## src/sv32ptw_pkg.sv

```systemverilog
`timescale 1ns / 1ps

package sv32ptw_pkg;

    localparam int unsigned XLEN       = 32;
    localparam int unsigned PPN_W      = 22;
    localparam int unsigned LEN_W      = 4;
    localparam int unsigned STATUS_W   = 2;
    localparam int unsigned PAGE_OFS_W = 12;
    localparam int unsigned VPN_W      = 10;

    // Low PPN bits that survive the 32-bit cut of ppn * 4096
    localparam int unsigned BASE_W     = XLEN - PAGE_OFS_W;

    localparam logic CMD_TRANSLATE = 1'b0;
    localparam logic CMD_RESPONSE  = 1'b1;

    localparam logic KIND_MEM_REQ = 1'b0;
    localparam logic KIND_DONE    = 1'b1;

    localparam logic [STATUS_W-1:0] STATUS_OK         = 2'd0;
    localparam logic [STATUS_W-1:0] STATUS_INVALID    = 2'd1;
    localparam logic [STATUS_W-1:0] STATUS_CROSS_PAGE = 2'd2;

    typedef struct packed {
        logic                cmd;
        logic [XLEN-1:0]     vaddr;
        logic [LEN_W-1:0]    access_len;
        logic [XLEN-1:0]     read_data;
    } t_item;

    typedef struct packed {
        logic                kind;
        logic [XLEN-1:0]     phys_addr;
        logic [STATUS_W-1:0] status;
    } t_result;

    typedef enum logic [2:0] {
        PH_IDLE = 3'b001,
        PH_L1   = 3'b010,
        PH_L0   = 3'b100
    } t_phase;

endpackage

```

## src/sv32ptw_walk.sv

```systemverilog
`timescale 1ns / 1ps

module sv32ptw_walk (
    input  logic                               i_clk,
    input  logic                               i_rst_n,
    input  logic                               i_adv,
    input  sv32ptw_pkg::t_item                 i_item,
    input  logic [sv32ptw_pkg::PPN_W-1:0]      i_root_ppn,
    output logic                               o_has_result,
    output sv32ptw_pkg::t_result               o_result
);

    sv32ptw_pkg::t_phase                     r_phase, n_phase;
    logic [sv32ptw_pkg::XLEN-1:0]            r_held_vaddr;
    logic [sv32ptw_pkg::LEN_W-1:0]           r_held_len;

    logic                                    idle;
    logic [sv32ptw_pkg::VPN_W-1:0]           vpn1;
    logic [sv32ptw_pkg::VPN_W-1:0]           vpn0;
    logic [sv32ptw_pkg::PAGE_OFS_W-1:0]      offset;
    logic [sv32ptw_pkg::PAGE_OFS_W:0]        ofs_end;
    logic [sv32ptw_pkg::BASE_W-1:0]          root_base;
    logic [sv32ptw_pkg::BASE_W-1:0]          pte_base;

    assign idle      = (r_phase != sv32ptw_pkg::PH_L1) && (r_phase != sv32ptw_pkg::PH_L0);
    assign vpn1      = i_item.vaddr[31:22];
    assign vpn0      = r_held_vaddr[21:12];
    assign offset    = r_held_vaddr[sv32ptw_pkg::PAGE_OFS_W-1:0];
    assign ofs_end   = {1'b0, offset} + {{(sv32ptw_pkg::PAGE_OFS_W + 1
                       - sv32ptw_pkg::LEN_W){1'b0}}, r_held_len};
    assign root_base = i_root_ppn[sv32ptw_pkg::BASE_W-1:0];
    assign pte_base  = i_item.read_data[sv32ptw_pkg::BASE_W+9:10];

    always_comb begin
        o_has_result       = 1'b0;
        o_result.kind      = sv32ptw_pkg::KIND_MEM_REQ;
        o_result.phys_addr = '0;
        o_result.status    = sv32ptw_pkg::STATUS_OK;
        n_phase            = r_phase;
        if (i_item.cmd == sv32ptw_pkg::CMD_TRANSLATE) begin
            if (idle) begin
                o_has_result       = 1'b1;
                o_result.phys_addr = {root_base, {sv32ptw_pkg::PAGE_OFS_W{1'b0}}}
                                   + {20'b0, vpn1, 2'b00};
                n_phase            = sv32ptw_pkg::PH_L1;
            end
        end else if (!idle) begin
            o_has_result = 1'b1;
            if (!i_item.read_data[0]) begin
                o_result.kind   = sv32ptw_pkg::KIND_DONE;
                o_result.status = sv32ptw_pkg::STATUS_INVALID;
                n_phase         = sv32ptw_pkg::PH_IDLE;
            end else if (r_phase == sv32ptw_pkg::PH_L1) begin
                o_result.phys_addr = {pte_base, {sv32ptw_pkg::PAGE_OFS_W{1'b0}}}
                                   + {20'b0, vpn0, 2'b00};
                n_phase            = sv32ptw_pkg::PH_L0;
            end else begin
                o_result.kind = sv32ptw_pkg::KIND_DONE;
                n_phase       = sv32ptw_pkg::PH_IDLE;
                // offset + len beyond one page: report a page crossing
                if (ofs_end > 13'd4096) begin
                    o_result.status = sv32ptw_pkg::STATUS_CROSS_PAGE;
                end else begin
                    o_result.phys_addr = {pte_base, offset};
                end
            end
        end
    end

    always_ff @(posedge i_clk) begin
        if (!i_rst_n) begin
            r_phase <= sv32ptw_pkg::PH_IDLE;
        end else if (i_adv) begin
            r_phase <= n_phase;
        end
    end

    always_ff @(posedge i_clk) begin
        if (i_adv && idle && i_item.cmd == sv32ptw_pkg::CMD_TRANSLATE) begin
            r_held_vaddr <= i_item.vaddr;
            r_held_len   <= i_item.access_len;
        end
    end

endmodule

```

## src/sv32ptw_out_reg.sv

```systemverilog
`timescale 1ns / 1ps

module sv32ptw_out_reg (
    input  logic                  i_clk,
    input  logic                  i_rst_n,
    input  logic                  i_load,
    input  sv32ptw_pkg::t_result  i_result,
    input  logic                  i_ready,
    output logic                  o_valid,
    output logic                  o_free,
    output sv32ptw_pkg::t_result  o_result
);

    logic                  r_valid;
    sv32ptw_pkg::t_result  r_result;

    assign o_free   = !r_valid || i_ready;
    assign o_valid  = r_valid;
    assign o_result = r_result;

    always_ff @(posedge i_clk) begin
        if (!i_rst_n) begin
            r_valid <= 1'b0;
        end else if (o_free) begin
            r_valid <= i_load;
        end
    end

    always_ff @(posedge i_clk) begin
        if (o_free && i_load) begin
            r_result <= i_result;
        end
    end

endmodule

```

## src/sv32_page_table_walker_top.sv

```systemverilog
`timescale 1ns / 1ps

// Sv32 two-level page table walker.
// Input channel (i_valid / o_ready): cmd 0 starts a translation of i_vaddr
// with length i_access_len; cmd 1 returns a PTE word from memory on
// i_read_data. Items that arrive in the wrong walk phase are dropped.
// Output channel (o_valid / i_ready): kind 0 asks memory for the PTE at
// o_phys_addr; kind 1 ends the walk with o_status (ok, invalid entry,
// crosses page) and, when ok, the physical address.
// Config channel (i_cfg_valid / o_cfg_ready) loads the root table PPN; it is
// always ready; the user writes it only while no walk is in flight (not enforced).
// An accepted item waits in the input register; when it advances, its result
// is loaded into the output register, which drives the output.
// Throughput: one item per cycle; the input register and the output
// register each take a new item while the one ahead of them moves on.
// When the receiver stalls, the output register holds its item, the input
// register fills behind it and then o_ready drops.
// Reset: walk returns to idle, both registers empty, root PPN cleared.
module sv32_page_table_walker_top (
    input  logic                                  i_clk,
    input  logic                                  i_rst_n,
    input  logic                                  i_valid,
    output logic                                  o_ready,
    input  logic                                  i_cmd,
    input  logic [sv32ptw_pkg::XLEN-1:0]          i_vaddr,
    input  logic [sv32ptw_pkg::LEN_W-1:0]         i_access_len,
    input  logic [sv32ptw_pkg::XLEN-1:0]          i_read_data,
    output logic                                  o_valid,
    input  logic                                  i_ready,
    output logic                                  o_kind,
    output logic [sv32ptw_pkg::XLEN-1:0]          o_phys_addr,
    output logic [sv32ptw_pkg::STATUS_W-1:0]      o_status,
    input  logic                                  i_cfg_valid,
    output logic                                  o_cfg_ready,
    input  logic [sv32ptw_pkg::PPN_W-1:0]         i_cfg_root_ppn
);

    logic                                r_in_valid;
    sv32ptw_pkg::t_item                  r_in_item;
    logic [sv32ptw_pkg::PPN_W-1:0]       r_root_ppn;

    logic                                has_result;
    logic                                out_free;
    logic                                adv;
    sv32ptw_pkg::t_result                walk_result;
    sv32ptw_pkg::t_result                out_result;

    // Advance the held item when it makes no result or the output has room
    assign adv         = r_in_valid && (!has_result || out_free);
    assign o_ready     = !r_in_valid || adv;
    assign o_cfg_ready = 1'b1;

    always_ff @(posedge i_clk) begin
        if (!i_rst_n) begin
            r_in_valid <= 1'b0;
        end else if (o_ready) begin
            r_in_valid <= i_valid;
        end
    end

    always_ff @(posedge i_clk) begin
        if (o_ready && i_valid) begin
            r_in_item.cmd        <= i_cmd;
            r_in_item.vaddr      <= i_vaddr;
            r_in_item.access_len <= i_access_len;
            r_in_item.read_data  <= i_read_data;
        end
    end

    always_ff @(posedge i_clk) begin
        if (!i_rst_n) begin
            r_root_ppn <= '0;
        end else if (i_cfg_valid) begin
            r_root_ppn <= i_cfg_root_ppn;
        end
    end

    sv32ptw_walk u_walk (
        .i_clk        (i_clk),
        .i_rst_n      (i_rst_n),
        .i_adv        (adv),
        .i_item       (r_in_item),
        .i_root_ppn   (r_root_ppn),
        .o_has_result (has_result),
        .o_result     (walk_result)
    );

    sv32ptw_out_reg u_out_reg (
        .i_clk    (i_clk),
        .i_rst_n  (i_rst_n),
        .i_load   (adv && has_result),
        .i_result (walk_result),
        .i_ready  (i_ready),
        .o_valid  (o_valid),
        .o_free   (out_free),
        .o_result (out_result)
    );

    assign o_kind      = out_result.kind;
    assign o_phys_addr = out_result.phys_addr;
    assign o_status    = out_result.status;

endmodule

```

## config.mk

```make
export PLATFORM = sky130hd
export DESIGN_NAME = sv32_page_table_walker_top
export DESIGN_NICKNAME = d
export VERILOG_FILES = /design/src/sv32ptw_pkg.sv /design/src/sv32ptw_walk.sv /design/src/sv32ptw_out_reg.sv /design/src/sv32_page_table_walker_top.sv
export SDC_FILE = /design/constraint.sdc
export NUM_CORES = 1
export LEC_CHECK = 0
export BUFFER_PORTS_ARGS = -buffer_cell sky130_fd_sc_hd__buf_4
export CAP_MARGIN = 20
export CORE_MARGIN = 2
export CORE_UTILIZATION = 50
export CTS_CLUSTER_DIAMETER = 120
export DETAILED_ROUTE_END_ITERATION = 10
export GPL_ROUTABILITY_DRIVEN = 0
export PLACE_DENSITY = 0.83
export SLEW_MARGIN = 10
export SYNTH_ARGS = -nofsm -noshare
export SYNTH_HDL_FRONTEND = slang
export SYNTH_SLANG_ARGS = --single-unit
```

## constraint.sdc

```tcl
create_clock -name i_clk -period 7.3 [get_ports i_clk]
set_input_delay 0.73 -clock i_clk [delete_from_list [all_inputs] [get_ports i_clk]]
set_output_delay 0.73 -clock i_clk [all_outputs]
set_load 0.005 [all_outputs]
```

==> flow_metrics.py <==
metrics = {
    "outcome": {
        "status": "finished, final reports clean",
    },
    "logic_synthesis": {
        "synth_seq_cells": 144,
        "synth-async-reset-ratio": 0,
        "synth-edff-count": 119,
        "seq_area_frac_synth": 0.696,
        "yosysWarningCount": 0,
        "synth_nets": 506,
        "synth_area_mm2": 0.00585,
        "synth_cells": 404,
        "yosysUniqueCellTypes": 46,
        "ys.flop_type": "edfxtp_1",
        "avgSynthCellArea_um2": 14.5,
    },
    "finish": {
        "antenna_cells": 0,
        "fill_cells": 807,
        "final_core_util": 0.664,
        "nets": 626,
        "final_area_mm2": 0.00758,
        "layout-drive-gt1-share": 0.351,
        "area_growth_pct": 29.5,
    },
    "setup_path": {
        "cp.required_ns": 7.56,
        "cp_top_family": "adder cells",
        "crit_start": "u_walk.r_held_vaddr[0]",
        "critical_path_peak_fanout": 17,
        "rr_startpoint": "u_walk.r_held_vaddr[0]",
        "cp-start-kind": "flip-flop",
        "max_stage_delay_ns": 0.48,
        "arrival_ns": 3.33,
        "endpoint_kind": "flip-flop",
        "crit_chain": "ha_1 -> fa_1 -> xor2_1 -> or3_1 -> nor3_1 -> o2111ai_4 -> buf_16 -> o211ai_2",
        "cpMaxStageDelayCell": "fa_1",
        "path_buf_inv": 1,
        "critical_path_class": "flip-flop to flip-flop",
    },
    "clock_tree": {
        "cts_buffer_depth": 2,
        "cts_inserted_buffers": 17,
        "cts-resized-gates": 0,
        "htree_levels": 4,
        "clock-sinks": 144,
        "cts_tree": "done",
        "holdBufCountCts": 0,
        "postCtsSetupBuffers": 0,
        "clk_latency_ns": 0.41,
        "root_buffer": "clkbuf_16",
        "clk_pin_slew_ns": 0.06,
    },
    "power": {
        "total_power_uw": 1940,
        "ir_worst_vdd_uv": 147,
        "leakagePower_uw": 0.00285,
        "p_per_area_mw_per_mm2": 256,
    },
    "global_route": {
        "grt_first_pass_wirelength_mm": 20.1,
        "overflow": 0,
        "gr-usage-all-layers": 0.208,
        "grt_max_degree": 59,
        "grt_pass1_vias": 4126,
        "antenna_found_initial": 0,
    },
    "sta": {
        "tightest_slew_ns": 0.992,
        "period_share": 0.421,
        "slew_headroom": 0.337,
        "fmax_mhz": 325,
        "hold_violations": 0,
        "drv_slew": 0,
        "tns_ns": 0,
        "worst_hold_slack_ns": 0.415,
        "rsz0062_at_grt": "false",
        "min_period_ns": 3.08,
        "setup_violations": 0,
        "fin_worst_skew_ns": 0.00591,
    },
    "place": {
        "place_area_mm2": 0.00691,
        "dp_hpwl_mm": 8.35,
        "io_buffers": 119,
    },
    "min_path": {
        "hold_start": "r_in_item[54]",
        "min_path_type": "flip-flop to flip-flop",
    },
    "route": {
        "dr_total_vias": 3944,
        "detail_route.wirelength_mm": 13.1,
        "first_pass_iters": 4,
        "antenna_left": 0,
        "wl_per_cell_um": 19.3,
        "via_per_inst": 5.81,
        "drc": 0,
        "initialDrtViolationCount": 332,
    },
    "die": {
        "fp.dieW_um": 112,
        "core_mm2": 0.0114,
        "rows": 39,
        "die_area_mm2": 0.0126,
        "fp.dieH_um": 112,
        "start_util": 0.512,
        "floorplan.io_pins": 134,
    },
    "job": {
        "cap_violations": 0,
    },
}
==> final cells by class <==
type                    count  area, um2  area share
clock buffers              19        433      0.0571
clock inverters            12        168      0.0221
inverters                   3       11.3     0.00149
multi-input cells         229       1700       0.224
flip-flops and latches    144       4070       0.538
well taps                 143        179      0.0236
repair buffers            129       1020       0.134
==> sequential cells by signal (all words and copies together) (netlist names) <==
register	cells
u_walk.r_held_vaddr	22
r_in_valid	1
u_walk.r_held_len	4
r_root_ppn	20
u_out_reg.o_valid	1
r_in_item	58
u_walk.r_phase	3
u_out_reg.o_result	35
==> logic make-up after synthesis <==
group / Yosys count / share of synthesized area
AO/OA/AOI/OAI: 86 / 0.118
XOR/XNOR: 4 / 0.00599
adder cells (fa/ha/maj): 6 / 0.0141
buffers and inverters: 31 / 0.0244
flip-flops: 144 / 0.696
multiplexers: 21 / 0.0359
other: 1 / 0.000641
AND/OR/NAND/NOR: 111 / 0.105
==> synth_stat cells (2+ instances only) <==
library cell | number | share of area
a21boi_1 | 2 | 0.0026
a21o_1 | 3 | 0.0038
a21oi_1 | 5 | 0.0043
a222oi_1 | 10 | 0.017
a31oi_1 | 2 | 0.0021
and3_1 | 2 | 0.0021
buf_2 | 6 | 0.0051
buf_6 | 2 | 0.0038
clkbuf_1 | 19 | 0.012
dfxtp_1 | 25 | 0.086
edfxtp_1 | 119 | 0.61
ha_1 | 5 | 0.011
inv_1 | 3 | 0.0019
mux2i_1 | 21 | 0.036
nand2_1 | 28 | 0.018
nand2b_1 | 3 | 0.0032
nand3_1 | 4 | 0.0034
nand4_1 | 33 | 0.035
nor2_1 | 4 | 0.0026
nor2b_1 | 26 | 0.028
nor3_1 | 4 | 0.0034
o211ai_1 | 2 | 0.0026
o211ai_2 | 18 | 0.038
o21ai_0 | 10 | 0.0086
o21ai_1 | 24 | 0.021
or3_1 | 2 | 0.0021
xnor2_1 | 2 | 0.0030
xor2_1 | 2 | 0.0030
==> per-layer routing <==
metal	GRT usage	vias to the layer above	share of wire
met5	0	-	0
met4	0.113	0	0.019
met3	0.0518	27	0.063
met2	0.355	180	0.53
met1	0.242	1913	0.39
li1	-	1824	-
==> final timing paths <==
path / to / slack [ns] / depth (start not counted)
max reg2reg: u_out_reg.o_result[31] / 4.22 / 8
min reg2reg: u_walk.r_held_vaddr[18] / 0.41 / 0
max: u_out_reg.o_result[31] / 4.22 / 8
min: u_walk.r_held_vaddr[18] / 0.41 / 0
==> stage by stage <==
step	std cells	setup slack [ns]
6_report	679	4.22
4_1_cts	676	3.90
3_5_place_dp	645	3.94
5_1_grt	679	4.02
2_1_floorplan	404	3.09
3_3_place_gp	645	4.00
==> report_power, final <==
part | internal [uW] | switching, uW | leakage, uW
sequential | 931 | 18.1 | 0.00135
clock | 566 | 313 | 0.000290
combinational | 59.7 | 55.6 | 0.00121
total | 1560 | 387 | 0.00285
==> cell usage in the layout (no fill, tap or decap), drive strengths merged, types with 10 or more instances in the layout <==
cell type  count
buf          129
mux2i         21
o211ai        20
dfxtp         25
a222oi        10
nand2         28
clkbuf        19
nor2b         26
o21ai         34
nand4         33
edfxtp       119
No activity file was read; power rests on OpenSTA's default activity.
